--- src/rtl/fip_pkg.sv ---
// fip_pkg: shared constants, types and helper functions of the keyed
// index permutation core. No dependencies.
`default_nettype none

package fip_pkg;

  localparam int INDEX_W    = 32;
  localparam int HALF_W     = INDEX_W / 2;
  localparam int HALF_CNT_W = $clog2(HALF_W + 1);
  localparam int BITS_W     = $clog2(INDEX_W + 1);
  localparam int ROUNDS     = 4;
  localparam int RND_W      = (ROUNDS > 1) ? $clog2(ROUNDS) : 1;
  localparam int NUM_KEYS   = 4;
  localparam int KEY_SEL_W  = $clog2(NUM_KEYS);
  localparam int KEY_W      = 64;
  localparam int HASH_W     = 64;
  localparam int BYTE_CNT_W = 3;

  // fnv-1a 64 and the avalanche constant
  localparam logic [HASH_W-1:0] FNV_BASIS      = 64'hcbf2_9ce4_8422_2325;
  localparam logic [HASH_W-1:0] FNV_PRIME_LO   = 64'h0000_0000_0000_01b3;
  localparam int                FNV_PRIME_SHFT = 40;
  localparam logic [HASH_W-1:0] MIX_MUL        = 64'hff51_afd7_ed55_8ccd;
  localparam int                MIX_SHIFT      = 33;

  // configuration port
  localparam int DATA_W    = 64;
  localparam int ADDR_W    = 6;
  localparam int REG_IDX_W = 3;
  localparam logic [REG_IDX_W-1:0] REG_DOMAIN = 3'd0;
  localparam logic [REG_IDX_W-1:0] REG_KEY0   = 3'd1;
  localparam logic [REG_IDX_W-1:0] REG_KEY1   = 3'd2;
  localparam logic [REG_IDX_W-1:0] REG_KEY2   = 3'd3;
  localparam logic [REG_IDX_W-1:0] REG_KEY3   = 3'd4;

  typedef struct packed {
    logic              start;
    logic [HALF_W-1:0] half;
    logic [KEY_W-1:0]  key;
  } fip_rnd_req_t;

  typedef struct packed {
    logic              done;
    logic [HASH_W-1:0] f;
  } fip_rnd_rsp_t;

  // low 64 bits of x * 0x100000001b3
  function automatic logic [HASH_W-1:0] fnv_mul(input logic [HASH_W-1:0] x);
    fnv_mul = (x * FNV_PRIME_LO) + (x << FNV_PRIME_SHFT);
  endfunction

  function automatic logic [7:0] half_byte(input logic [HALF_W-1:0] hv,
                                           input logic [BYTE_CNT_W-1:0] i);
    logic [HASH_W-1:0] w;
    w = HASH_W'(hv) >> {i, 3'b000};
    half_byte = w[7:0];
  endfunction

  // number of significant bits, binary search in a few steps
  function automatic logic [BITS_W-1:0] bit_len(input logic [INDEX_W-1:0] x);
    logic [INDEX_W-1:0] t;
    logic [BITS_W-1:0]  n;
    t = x;
    n = '0;
    if (|t[31:16]) begin
      n = n + BITS_W'(16);
      t = t >> 16;
    end
    if (|t[15:8]) begin
      n = n + BITS_W'(8);
      t = t >> 8;
    end
    if (|t[7:4]) begin
      n = n + BITS_W'(4);
      t = t >> 4;
    end
    if (|t[3:2]) begin
      n = n + BITS_W'(2);
      t = t >> 2;
    end
    if (t[1]) begin
      n = n + BITS_W'(1);
      t = t >> 1;
    end
    bit_len = n + BITS_W'(t[0]);
  endfunction

endpackage

`default_nettype wire

--- src/rtl/fip_in_if.sv ---
// fip_in_if: request channel (mode, index) with valid/ready.
// Depends on fip_pkg.
`default_nettype none

interface fip_in_if import fip_pkg::*; ();
  logic               valid;
  logic               ready;
  logic               mode;
  logic [INDEX_W-1:0] index;

  modport source (output valid, output mode, output index, input ready);
  modport sink   (input valid, input mode, input index, output ready);
endinterface

`default_nettype wire

--- src/rtl/fip_out_if.sv ---
// fip_out_if: result channel (mapped_index, out_of_range) with valid/ready.
// Depends on fip_pkg.
`default_nettype none

interface fip_out_if import fip_pkg::*; ();
  logic               valid;
  logic               ready;
  logic [INDEX_W-1:0] mapped_index;
  logic               out_of_range;

  modport source (output valid, output mapped_index, output out_of_range, input ready);
  modport sink   (input valid, input mapped_index, input out_of_range, output ready);
endinterface

`default_nettype wire

--- src/rtl/fip_rnd.sv ---
// fip_rnd: feistel round function, fnv-1a over 8 bytes, key mix and
// avalanche (its multiply on one 32x32 multiplier) under a small sequencer. Depends on fip_pkg.
`default_nettype none

module fip_rnd import fip_pkg::*; (
  input  logic         clk_i,
  input  logic         rst_ni,
  input  fip_rnd_req_t req_i,
  output fip_rnd_rsp_t rsp_o
);

  localparam logic [2:0] R_IDLE = 3'd0;
  localparam logic [2:0] R_FNV  = 3'd1;
  localparam logic [2:0] R_KEY  = 3'd2;
  localparam logic [2:0] R_SH1  = 3'd3;
  localparam logic [2:0] R_M0   = 3'd4;
  localparam logic [2:0] R_M1   = 3'd5;
  localparam logic [2:0] R_M2   = 3'd6;
  localparam logic [2:0] R_FIN  = 3'd7;

  logic [2:0]            state_q, state_d;
  logic [BYTE_CNT_W-1:0] byte_q, byte_d;
  logic [HALF_W-1:0]     half_q, half_d;
  logic [KEY_W-1:0]      key_q, key_d;
  logic [HASH_W-1:0]     h_q, h_d;
  logic [HASH_W-1:0]     p_q, p_d;
  logic [31:0]           mul_a, mul_b;
  logic [63:0]           prod;

  // shared multiplier: three partial products give the low 64 bits
  always_comb begin
    mul_a = (state_q == R_M1) ? h_q[63:32] : h_q[31:0];
    mul_b = (state_q == R_M2) ? MIX_MUL[63:32] : MIX_MUL[31:0];
  end

  assign prod = mul_a * mul_b;

  always_comb begin
    state_d = state_q;
    byte_d  = byte_q;
    half_d  = half_q;
    key_d   = key_q;
    h_d     = h_q;
    p_d     = p_q;
    unique case (state_q)
      R_IDLE: begin
        if (req_i.start) begin
          half_d  = req_i.half;
          key_d   = req_i.key;
          h_d     = fnv_mul(FNV_BASIS ^ HASH_W'(half_byte(req_i.half, '0)));
          byte_d  = BYTE_CNT_W'(1);
          state_d = R_FNV;
        end
      end
      R_FNV: begin
        h_d    = fnv_mul(h_q ^ HASH_W'(half_byte(half_q, byte_q)));
        byte_d = byte_q + BYTE_CNT_W'(1);
        if (byte_q == '1) begin
          state_d = R_KEY;
        end
      end
      R_KEY: begin
        h_d     = fnv_mul(h_q ^ key_q);
        state_d = R_SH1;
      end
      R_SH1: begin
        h_d     = h_q ^ (h_q >> MIX_SHIFT);
        state_d = R_M0;
      end
      R_M0: begin
        p_d     = prod;
        state_d = R_M1;
      end
      R_M1: begin
        p_d     = p_q + {prod[31:0], 32'd0};
        state_d = R_M2;
      end
      R_M2: begin
        p_d     = p_q + {prod[31:0], 32'd0};
        state_d = R_FIN;
      end
      R_FIN: begin
        state_d = R_IDLE;
      end
      default: state_d = R_IDLE;
    endcase
  end

  always_ff @(posedge clk_i or negedge rst_ni) begin
    if (!rst_ni) begin
      state_q <= R_IDLE;
      byte_q  <= '0;
    end else begin
      state_q <= state_d;
      byte_q  <= byte_d;
    end
  end

  always_ff @(posedge clk_i) begin
    half_q <= half_d;
    key_q  <= key_d;
    h_q    <= h_d;
    p_q    <= p_d;
  end

  assign rsp_o.done = (state_q == R_FIN);
  assign rsp_o.f    = p_q ^ (p_q >> MIX_SHIFT);

endmodule

`default_nettype wire

--- src/rtl/feistel_index_permutation_core.sv ---
// feistel_index_permutation_core: keyed permutation of [0, domain_size) by a
// balanced feistel network with cycle walking. Depends on fip_pkg,
// fip_in_if, fip_out_if and fip_rnd.
//
//   channel   dir   payload                        handshake
//   req_i     in    mode, index                    valid/ready
//   rsp_o     out   mapped_index, out_of_range     valid/ready
//   apb       in    domain_size, round_key_0..3    psel/penable/pwrite, pready=1
//
// out of range or a domain of one: result valid in the cycle after accept.
// otherwise each walk pass runs split, 4 rounds, join; each round starts the
// round function and waits for its sequence, whose avalanche uses a 32x32 multiplier.
// passes repeat until the value falls inside the domain, then it is output.
// one item at a time: req_i.ready is low until the result beat is taken.
// reset zeroes the config registers and idles the sequencer, not the datapath.
`default_nettype none

module feistel_index_permutation_core import fip_pkg::*; (
  input  logic              clk_i,
  input  logic              rst_ni,
  fip_in_if.sink            req_i,
  fip_out_if.source         rsp_o,
  input  logic              psel_i,
  input  logic              penable_i,
  input  logic              pwrite_i,
  input  logic [ADDR_W-1:0] paddr_i,
  input  logic [DATA_W-1:0] pwdata_i,
  output logic [DATA_W-1:0] prdata_o,
  output logic              pready_o
);

  localparam logic [2:0] ST_IDLE  = 3'd0;
  localparam logic [2:0] ST_SPLIT = 3'd1;
  localparam logic [2:0] ST_KICK  = 3'd2;
  localparam logic [2:0] ST_ROUND = 3'd3;
  localparam logic [2:0] ST_JOIN  = 3'd4;
  localparam logic [2:0] ST_OUT   = 3'd5;

  logic [INDEX_W-1:0]    domain_q;
  logic [KEY_W-1:0]      key0_q, key1_q, key2_q, key3_q;
  logic [REG_IDX_W-1:0]  reg_idx;
  logic                  cfg_wr;

  logic [2:0]            state_q, state_d;
  logic [RND_W-1:0]      rnd_q, rnd_d;
  logic                  inv_q, inv_d;
  logic [HALF_CNT_W-1:0] half_q, half_d;
  logic [INDEX_W-1:0]    v_q, v_d;
  logic [HALF_W-1:0]     hi_q, hi_d, lo_q, lo_d;
  logic [INDEX_W-1:0]    res_q, res_d;
  logic                  oor_q, oor_d;

  logic [HALF_W-1:0]     mask;
  logic [HALF_W-1:0]     fh;
  logic [INDEX_W-1:0]    joined;
  logic [BITS_W-1:0]     nbits;
  logic [RND_W-1:0]      kidx;
  logic [KEY_SEL_W-1:0]  ksel;
  logic [KEY_W-1:0]      key_sel;
  logic                  in_beat;

  fip_rnd_req_t rnd_req;
  fip_rnd_rsp_t rnd_rsp;

  // configuration port
  assign pready_o = 1'b1;
  assign reg_idx  = paddr_i[ADDR_W-1:ADDR_W-REG_IDX_W];
  assign cfg_wr   = psel_i & penable_i & pwrite_i;

  always_ff @(posedge clk_i or negedge rst_ni) begin
    if (!rst_ni) begin
      domain_q <= '0;
      key0_q   <= '0;
      key1_q   <= '0;
      key2_q   <= '0;
      key3_q   <= '0;
    end else if (cfg_wr) begin
      unique case (reg_idx)
        REG_DOMAIN: domain_q <= pwdata_i[INDEX_W-1:0];
        REG_KEY0:   key0_q   <= pwdata_i;
        REG_KEY1:   key1_q   <= pwdata_i;
        REG_KEY2:   key2_q   <= pwdata_i;
        REG_KEY3:   key3_q   <= pwdata_i;
        default: ;
      endcase
    end
  end

  always_comb begin
    unique case (reg_idx)
      REG_DOMAIN: prdata_o = DATA_W'(domain_q);
      REG_KEY0:   prdata_o = key0_q;
      REG_KEY1:   prdata_o = key1_q;
      REG_KEY2:   prdata_o = key2_q;
      REG_KEY3:   prdata_o = key3_q;
      default:    prdata_o = '0;
    endcase
  end

  // round key: inverse runs the schedule backwards
  assign kidx = inv_q ? (RND_W'(ROUNDS - 1) - rnd_q) : rnd_q;
  assign ksel = KEY_SEL_W'(kidx);

  always_comb begin
    unique case (ksel)
      2'd0:    key_sel = key0_q;
      2'd1:    key_sel = key1_q;
      2'd2:    key_sel = key2_q;
      default: key_sel = key3_q;
    endcase
  end

  assign mask    = HALF_W'(((HALF_W + 1)'(1) << half_q) - (HALF_W + 1)'(1));
  assign fh      = rnd_rsp.f[HALF_W-1:0] & mask;
  assign joined  = (INDEX_W'(hi_q) << half_q) | INDEX_W'(lo_q);
  assign nbits   = bit_len(domain_q - INDEX_W'(1));
  assign in_beat = req_i.valid & req_i.ready;

  assign rnd_req.start = (state_q == ST_KICK);
  assign rnd_req.half  = inv_q ? hi_q : lo_q;
  assign rnd_req.key   = key_sel;

  fip_rnd u_rnd (
    .clk_i  (clk_i),
    .rst_ni (rst_ni),
    .req_i  (rnd_req),
    .rsp_o  (rnd_rsp)
  );

  always_comb begin
    state_d = state_q;
    rnd_d   = rnd_q;
    inv_d   = inv_q;
    half_d  = half_q;
    v_d     = v_q;
    hi_d    = hi_q;
    lo_d    = lo_q;
    res_d   = res_q;
    oor_d   = oor_q;
    unique case (state_q)
      ST_IDLE: begin
        if (in_beat) begin
          inv_d  = req_i.mode;
          v_d    = req_i.index;
          // halves of ceil(bits / 2), so the width is even
          half_d = HALF_CNT_W'((nbits + BITS_W'(1)) >> 1);
          res_d  = req_i.index;
          if (req_i.index >= domain_q) begin
            oor_d   = 1'b1;
            state_d = ST_OUT;
          end else if (domain_q <= INDEX_W'(1)) begin
            oor_d   = 1'b0;
            state_d = ST_OUT;
          end else begin
            oor_d   = 1'b0;
            state_d = ST_SPLIT;
          end
        end
      end
      ST_SPLIT: begin
        hi_d    = HALF_W'(v_q >> half_q) & mask;
        lo_d    = HALF_W'(v_q) & mask;
        rnd_d   = '0;
        state_d = ST_KICK;
      end
      ST_KICK: begin
        state_d = ST_ROUND;
      end
      ST_ROUND: begin
        if (rnd_rsp.done) begin
          if (inv_q) begin
            hi_d = lo_q ^ fh;
            lo_d = hi_q;
          end else begin
            lo_d = hi_q ^ fh;
            hi_d = lo_q;
          end
          if (rnd_q == RND_W'(ROUNDS - 1)) begin
            state_d = ST_JOIN;
          end else begin
            rnd_d   = rnd_q + RND_W'(1);
            state_d = ST_KICK;
          end
        end
      end
      ST_JOIN: begin
        // cycle walk: another pass while outside the domain
        if (joined < domain_q) begin
          res_d   = joined;
          state_d = ST_OUT;
        end else begin
          v_d     = joined;
          state_d = ST_SPLIT;
        end
      end
      ST_OUT: begin
        if (rsp_o.ready) begin
          state_d = ST_IDLE;
        end
      end
      default: state_d = ST_IDLE;
    endcase
  end

  always_ff @(posedge clk_i or negedge rst_ni) begin
    if (!rst_ni) begin
      state_q <= ST_IDLE;
      rnd_q   <= '0;
      inv_q   <= 1'b0;
      half_q  <= '0;
    end else begin
      state_q <= state_d;
      rnd_q   <= rnd_d;
      inv_q   <= inv_d;
      half_q  <= half_d;
    end
  end

  always_ff @(posedge clk_i) begin
    v_q   <= v_d;
    hi_q  <= hi_d;
    lo_q  <= lo_d;
    res_q <= res_d;
    oor_q <= oor_d;
  end

  assign req_i.ready        = (state_q == ST_IDLE);
  assign rsp_o.valid        = (state_q == ST_OUT);
  assign rsp_o.mapped_index = res_q;
  assign rsp_o.out_of_range = oor_q;

  // round unit only finishes while the sequencer waits on it
  a_rnd_done_in_round: assert property (@(posedge clk_i) disable iff (!rst_ni)
    rnd_rsp.done |-> (state_q == ST_ROUND))
    else $error("round result outside round wait");

  // an in-range result always lands inside the domain
  a_result_in_domain: assert property (@(posedge clk_i) disable iff (!rst_ni)
    (rsp_o.valid && !rsp_o.out_of_range) |-> (rsp_o.mapped_index < domain_q))
    else $error("mapped index outside domain");

  // an accepted beat leaves idle
  a_busy_after_accept: assert property (@(posedge clk_i) disable iff (!rst_ni)
    in_beat |=> (state_q != ST_IDLE))
    else $error("sequencer stayed idle after accept");

endmodule

`default_nettype wire
--- src/flat_wrapper.sv ---
// flat-port wrapper written by rule: the top's interface ports become plain ports
module feistel_index_permutation_core_flat import fip_pkg::*;
  (clk_i, rst_ni, psel_i, penable_i, pwrite_i, paddr_i, pwdata_i, prdata_o, pready_o, req_i_valid, req_i_mode, req_i_index, req_i_ready, rsp_o_valid, rsp_o_mapped_index, rsp_o_out_of_range, rsp_o_ready);
  fip_in_if req_i_i ();
  fip_out_if rsp_o_i ();
  input  logic clk_i;
  input  logic rst_ni;
  input  logic psel_i;
  input  logic penable_i;
  input  logic pwrite_i;
  input  logic [ADDR_W-1:0] paddr_i;
  input  logic [DATA_W-1:0] pwdata_i;
  output logic [DATA_W-1:0] prdata_o;
  output logic pready_o;
  input wire logic [$bits(req_i_i.valid)-1:0] req_i_valid;
  input wire logic [$bits(req_i_i.mode)-1:0] req_i_mode;
  input wire logic [$bits(req_i_i.index)-1:0] req_i_index;
  output wire logic [$bits(req_i_i.ready)-1:0] req_i_ready;
  output wire logic [$bits(rsp_o_i.valid)-1:0] rsp_o_valid;
  output wire logic [$bits(rsp_o_i.mapped_index)-1:0] rsp_o_mapped_index;
  output wire logic [$bits(rsp_o_i.out_of_range)-1:0] rsp_o_out_of_range;
  input wire logic [$bits(rsp_o_i.ready)-1:0] rsp_o_ready;
  assign req_i_i.valid = req_i_valid;
  assign req_i_i.mode = req_i_mode;
  assign req_i_i.index = req_i_index;
  assign req_i_ready = req_i_i.ready;
  assign rsp_o_valid = rsp_o_i.valid;
  assign rsp_o_mapped_index = rsp_o_i.mapped_index;
  assign rsp_o_out_of_range = rsp_o_i.out_of_range;
  assign rsp_o_i.ready = rsp_o_ready;
  feistel_index_permutation_core u_core (.clk_i(clk_i), .rst_ni(rst_ni), .req_i(req_i_i), .rsp_o(rsp_o_i), .psel_i(psel_i), .penable_i(penable_i), .pwrite_i(pwrite_i), .paddr_i(paddr_i), .pwdata_i(pwdata_i), .prdata_o(prdata_o), .pready_o(pready_o));
endmodule
--- config.mk ---
export PLATFORM = sky130hd
export DESIGN_NAME = feistel_index_permutation_core_flat
export DESIGN_NICKNAME = d
export VERILOG_FILES = /design/src/rtl/fip_pkg.sv /design/src/rtl/fip_in_if.sv /design/src/rtl/fip_out_if.sv /design/src/rtl/fip_rnd.sv /design/src/rtl/feistel_index_permutation_core.sv /design/src/flat_wrapper.sv
export SDC_FILE = /design/constraint.sdc
export NUM_CORES = 2
export LEC_CHECK = 0
export BUFFER_PORTS_ARGS = -buffer_cell sky130_fd_sc_hd__buf_2
export CAP_MARGIN = 20
export CORE_ASPECT_RATIO = 0.75
export CORE_MARGIN = 3
export CORE_UTILIZATION = 65
export CTS_BUF_LIST = sky130_fd_sc_hd__clkbuf_8
export DETAILED_ROUTE_END_ITERATION = 8
export PLACE_DENSITY = 0.83
export SETUP_SLACK_MARGIN = 0.3
export SLEW_MARGIN = 15
export SYNTH_ARGS = -nofsm -noshare
export SYNTH_HDL_FRONTEND = slang
export SYNTH_SLANG_ARGS = --single-unit
export TNS_END_PERCENT = 30
--- constraint.sdc ---
create_clock -name clk_i -period 13.3 [get_ports clk_i]
set_input_delay 0 -clock clk_i [delete_from_list [all_inputs] [get_ports clk_i]]
set_output_delay 0 -clock clk_i [all_outputs]
set_load 0.1 [all_outputs]
* Word level (Yosys, flattened, before mapping)
Index checks and enable logic that the tools add are counted.
Storage, ports and cells: register bits 610, input bits 110, output and inout bits 100, logic and storage cells 163
Cells by class: add/sub/neg operators 15, $mul 4, $lt $le $gt $ge 3, eq/ne operators 28, shift-type cells 4, mux-type cells 46, bitwise logic cells 14, reductions and logical operators 29
Operators by type and width (number):
- $pmux W64 S5 | 1
- $pmux W64 S4 | 1
- $add A64 B64 Y64 | 3
- $mul A64 B9 Y64 const B | 3
- $pmux W64 S3 | 1
- $mux W32 | 4
- $pmux W32 S2 | 2
- $pmux W64 S2 | 1
- $mux W16 | 6
- $add A64 B62 Y64 | 1
- $mul A32 B32 Y64 | 1
- $mux W64 | 1
- $pmux W16 S2 | 2
- $xor A64 B31 Y64 | 1
- $xor A64 B64 Y64 | 1
- $xor A64 B8 Y64 | 1
- $and A16 B16 Y16 | 3
- $xor A16 B16 Y16 | 3
- $ge A32 B32 Y1 | 1
- $le A32 B1 Y1 const B | 1
- $lt A32 B32 Y1 | 1
- $or A32 B16 Y32 | 1
- $shl A16 B5 Y32 | 1
- $shr A32 B5 Y16 | 1
- other kinds (43) | 101

* Depth between registers and ports, before layout
depth after elaboration 13, depth in mapped cells 35, mapped depth without buffers 34

* Hierarchy
From an unflattened synthesis, not the netlist that was laid out.
Unflattened totals: cell total of the unflattened synthesis 8026, area, all modules 83236.1 um^2
By module, submodules not included:
- fip_rnd | instances 1, cells each 5925, area each 59574.6 um^2, sequential area each 6396.1 um^2
- feistel_index_permutation_core | instances 1, cells each 2101, area each 23661.4 um^2, sequential area each 10395.0 um^2

* Least setup slack after synthesis
OpenSTA, ideal clock, no wires.
kind reg-to-reg, from register u_core.u_rnd.state_q[1], to register u_core.u_rnd.p_q[41] (data pin), library setup time 0.269 ns, arrival time 9.273 ns, data required time 13.031 ns, setup slack 3.758 ns, stages on the path, launching flop included 32, path buffers 2, period minus slack after synthesis 9.542 ns, cells stage by stage dfrtp_1 > inv_1 > ha_1 > nand2_1 > clkbuf_1 > clkbuf_1 > mux2i_1 > inv_1 > nand2_1 > inv_1 > fa_1 > fa_1 > fa_1 > inv_1 > fa_1 > inv_1 > fa_1 > fa_1 > fa_1 > fa_1 > ha_1 > and4_1 > and3_1 > nand3_1 > a211oi_1 > o31ai_1 > a31o_2 > a31o_2 > o21ai_0 > a31oi_1 > xor2_1 > o21ai_0
Between the ends: longest elaborated chain between the ends 5, elaborated cells on any way between the ends 9, classes of those cells add/sub: 1; mul: 1; eq/ne: 3; mux: 3; reduce/logical: 1
RTL lines:
- start, declared | line fip_rnd.sv:21 | logic [2:0] state_q, state_d;
- start signal, assigned | line fip_rnd.sv:94 | state_q <= state_d;
- $eq A3 B3 Y1, on equally long branches | line fip_rnd.sv:32, fip_rnd.sv:45, fip_rnd.sv:33
- $mux W32 or $mux W29 (tied branches) | line fip_rnd.sv:32, fip_rnd.sv:33
- $mul A32 B32 Y64 | line fip_rnd.sv:36 | assign prod = mul_a * mul_b;
- $add A64 B64 Y64 | line fip_rnd.sv:75, fip_rnd.sv:79
- $pmux W64 S2 (*) | line fip_rnd.sv:45 | unique case (state_q)
- named net u_core.u_rnd.p_d[41] | line fip_rnd.sv:26 | logic [HASH_W-1:0] p_q, p_d;
- end signal, assigned | line fip_rnd.sv:103 | p_q <= p_d;
- end, declared | line fip_rnd.sv:26
The timed path passes the listed nets; every way through them passes the cells marked *. A chain may end at the register's enable or synchronous reset.

* Final worst setup path
from register u_core.u_rnd.state_q[1], to register u_core.u_rnd.p_q[46] (data pin)
The elaborated chain is that of the path after synthesis.

==> impl_results.md <==
* Maximum number of pins on one net before global-route repair at 128
* Global-route wire length before repair at 370.4 mm
* Element type at the critical path end: register
* Placeable core region at 114700 sq um
* Total of warnings raised by yosys at 0
* Antenna violations before repair at 6
* FF-to-FF Start: u_core.u_rnd.state_q[1]
* Count of final hold-check violations at 0
* Status: completed
* Number of DRC markers in iteration 0 at 6757
* Effective utilization at floorplan at 66.14%
* Standard cell with the maximum stage delay on the critical path: sky130_fd_sc_hd__mux2i_1
* Setup skew after layout at 0.07539 ns
* Number of detailed-route iterations in the first pass at 6
* Synth async-reset ratio at 52.68%
* Final period util at 81.98%
* Synthesized cell area at 75890 sq um
* Largest family of logic cells by synthesized area: adder cells
* Remaining max-slew budget at the tightest pin at 24.79%
* Number of cells traversed by the worst register-to-register path at 28
* Final cell count without fillers at 9201
* Boundary Pins at 210
* Cell count after placement at 8885
* CTS tree: built
* Final routed wirelength across all metal layers at 242.4 mm
* Worst hold path type: input pin to register
* CTS Sinks at 579
* Global routing met1 resource utilization at 57.22%
* Top cell type by total area after synthesis: sky130_fd_sc_hd__fa_1
* Via/cell ratio at 6.307
* Die outline area at 120900 sq um
* Number of nets in the layout at 9574
* DIE HEIGHT at 301.9 um
* Wirelength per Cell at 26.35 um
* Layout-stage area growth over the synthesis result at 8.255%
* HPWL after DPL at 195.2 mm
* Synthesized area per cell at 10.39 sq um
* Clock tree buffer depth at 3
* Count of endpoints failing setup in the final report at 0
* Post-route ant nets at 0
* Worst flop-to-flop path endpoint: u_core.u_rnd.p_q[46]
* Total negative slack at 0 ns
* GR peak layer: met2
* Sequential element share of the synthesized area at 20.90%
* Arrival time reported for the critical path endpoint at 11.40 ns
* DRC violation count after routing at 0
* Synthesized-area fraction occupied by ao, oa, aoi and oai cells at 9.878%
* Clock slew seen by the registers of the worst setup and hold paths at 0.06 ns
* CP most frequent cell: sky130_fd_sc_hd__fa_1
* Mux cell area share after synthesis at 8.486%
* Actual slew at the worst max-slew pin at 1.097 ns
* Main flop type after synthesis: sky130_fd_sc_hd__dfrtp_1
* Max stage delay on crit path at 0.95 ns
* Min-Delay Path Depth at 3
* Fraction of synthesized cell area in xor and xnor cells at 4.150%
* Hold wc startpoint: pwdata_i[56]
* Resized Gates After CTS at 0
* Slack of the worst reg-to-reg path at 2.40 ns
* Fraction of layout instances using a drive strength above 1 at 11.85%
* Clock Root Buffer: sky130_fd_sc_hd__clkbuf_8
* Synth cell types at 92
* RSZ-0062 raised after global routing: no
* Area contributors post-synth: sky130_fd_sc_hd__fa_1 28%, sky130_fd_sc_hd__ha_1 13%, sky130_fd_sc_hd__edfxtp_1 11%, sky130_fd_sc_hd__dfrtp_1 10%, sky130_fd_sc_hd__inv_1 7.6%
* Start point of the critical path: u_core.u_rnd.state_q[1]
* Fin. max-slew vios at 0
* Die Span X at 400.5 um
* H-tree lvl count at 3
* Share of synthesized cell area in and, or, nand and nor gates at 6.244%
* Number of clock buffers inserted by TritonCTS at 99
* Via count of the first global-routing pass at 59620
* Routability cong. at 1.069
* Worst setup path category: register to register
* Number of input and output port buffers inserted at 205
* Endpoint of the worst hold-timing path: u_core.key1_q[56]
* Total gr overflow at 0
* Max-capacitance violation count at 0
* Crit path required time at 13.80 ns
* Met3 demand-to-capacity share in global routing at 13.41%
* Area fraction of the dominant cell type after synthesis at 28.12%
* Gate count after technology mapping at 7304
* Placement Rows at 107
* GRT Overall Usage at 40.74%
* Critical path launch point type: register
* Crit path max fanout at 22
* Met2 Use GR at 58.85%
* Clock period minus worst slack at 10.90 ns
* Vias at 58030
* Latest clock arrival within the worst-skew pair at 0.78 ns
* Total of flip-flops plus latches after synthesis at 579
* Fmax at 0.09171 GHz
* Count of flip-flops with a built-in enable after synthesis at 274
* Share of synthesized cell area in full adder, half adder and majority cells at 41.48%
[timing repair]
action / CTS / global route
hold buffers: 126 / 0
buffers inserted: 0 / 0
hold endpoints to repair: 483 / 0
[logic make-up after synthesis]
family / after synthesis
buffers and inverters: 1787
muxes: 508
other: 2
AOI/OAI and AO/OA: 1164
and+or+nand+nor: 1030
DFF: 579
xor gates and xnor gates: 358
adders and majority gates: 1876
[how the worst max path moves through the flow]
stage                                 to  slack [ns]  depth (start not counted)
floorplan           u_core.u_rnd.p_q[41]        3.76                         31
global placement    u_core.u_rnd.p_q[46]        2.78                         32
detailed placement  u_core.u_rnd.p_q[48]        2.64                         32
CTS                 u_core.u_rnd.p_q[48]        2.64                         32
global route        u_core.u_rnd.p_q[46]        2.01                         32
finish              u_core.u_rnd.p_q[46]        2.40                         28
[cells in the final DEF (no fill, tap or decap), types with 36 or more instances in the layout]
cell                            netlist  final
sky130_fd_sc_hd__inv_1             1543   1579
sky130_fd_sc_hd__fa_1              1066   1066
sky130_fd_sc_hd__ha_1               810    810
sky130_fd_sc_hd__nand2_1            393    392
sky130_fd_sc_hd__mux2_2             323    323
sky130_fd_sc_hd__dfrtp_1            305    302
sky130_fd_sc_hd__o21ai_0            293    292
sky130_fd_sc_hd__a21oi_1            290    289
sky130_fd_sc_hd__edfxtp_1           274    274
sky130_fd_sc_hd__nor2_1             256    253
sky130_fd_sc_hd__buf_2                3    204
sky130_fd_sc_hd__xor2_1             184    183
sky130_fd_sc_hd__xnor2_1            173    171
sky130_fd_sc_hd__dlygate4sd3_1        0    125
sky130_fd_sc_hd__clkbuf_8             0    115
sky130_fd_sc_hd__mux2i_1            109    106
sky130_fd_sc_hd__a21o_1             106    106
sky130_fd_sc_hd__buf_4                2     89
sky130_fd_sc_hd__a22oi_1             79     79
sky130_fd_sc_hd__nand3_1             77     77
sky130_fd_sc_hd__mux4_2              76     76
sky130_fd_sc_hd__nor3_1              72     67
sky130_fd_sc_hd__a221o_1             36     36
[cell type report]
type / count / area, sq um
antenna: 5 / 12.51
clock buffer: 115 / 1583
clock inverter: 68 / 526.8
fill: 8223 / 32580
inverter: 1547 / 5808
multi-input combinational: 4939 / 53430
sequential: 579 / 15860
tap: 1526 / 1909
timing repair buffer: 422 / 3014
[metrics by stage]
step / utilization, % / worst slack [ns] / cell area [sq um] / hold WS (ns)
after detailed placement: 68.60 / 2.636 / 78700 / 0.1777
after global routing: 71.60 / 2.015 / 82140 / 0.03132
final: 71.60 / 2.397 / 82150 / 0.05836
after global placement: 68.59 / 2.780 / 78700 / 0.1684
after floorplan: - / 3.758 / 75890 / -0.2956
after CTS: 71.55 / 2.643 / 82090 / 0.001383
[cell usage after synthesis (all sizes together), types with 11 or more instances]
library cell	instances
nor2b	38
mux4	76
or2	16
buf	26
o21ai	297
a22oi	79
o211ai	24
o21a	25
nand3	77
o22ai	33
a21o	106
nand2b	28
dfrtp	305
nor3	74
o31ai	26
or3	11
nand4	33
inv	1544
mux2	323
a21oi	290
and3	26
nand2	393
ha	810
xnor2	173
a211oi	35
o221ai	16
nor4	12
o21bai	33
a41oi	13
clkbuf	214
a31o	11
a221oi	20
xor2	184
edfxtp	274
fa	1066
mux2i	109
a31oi	34
nor2	257
a221o	36
and2	32
[sequential cells by signal, indices dropped and copies added, names as in the netlist, 2 cells and up]
name                       cells
u_core.domain_q               32
u_core.half_q                  5
u_core.hi_q                   16
u_core.key0_q                 64
u_core.key1_q                 64
u_core.key2_q                 64
u_core.key3_q                 64
u_core.lo_q                   16
u_core.rnd_q                   2
u_core.rsp_o.mapped_index     32
u_core.state_q                 3
u_core.u_rnd.byte_q            3
u_core.u_rnd.h_q              64
u_core.u_rnd.half_q           16
u_core.u_rnd.key_q            64
u_core.u_rnd.p_q              33
u_core.u_rnd.state_q           3
u_core.v_q                    32
[per-layer routing]
layer  wire [um]  vias to the layer above
li1            -                    24810
met1       96630                    28810
met2      100200                     3706
met3       33000                      708
met4       12480                        8
met5         100                        -
[critical path, delay by kind of cell (launching register included)]
family	cells	cell delay [ns]
and+or+nand+nor	6	1.74
adders and majority gates	10	4.80
buffers and inverters	4	1.09
muxes	1	0.95
AOI/OAI and AO/OA	6	1.49
xor gates and xnor gates	1	0.23
DFF	1	0.38
Power is left out: the tool's default activity adds up to more than one toggle a clock period on the data nets, which glitch-free logic cannot reach.
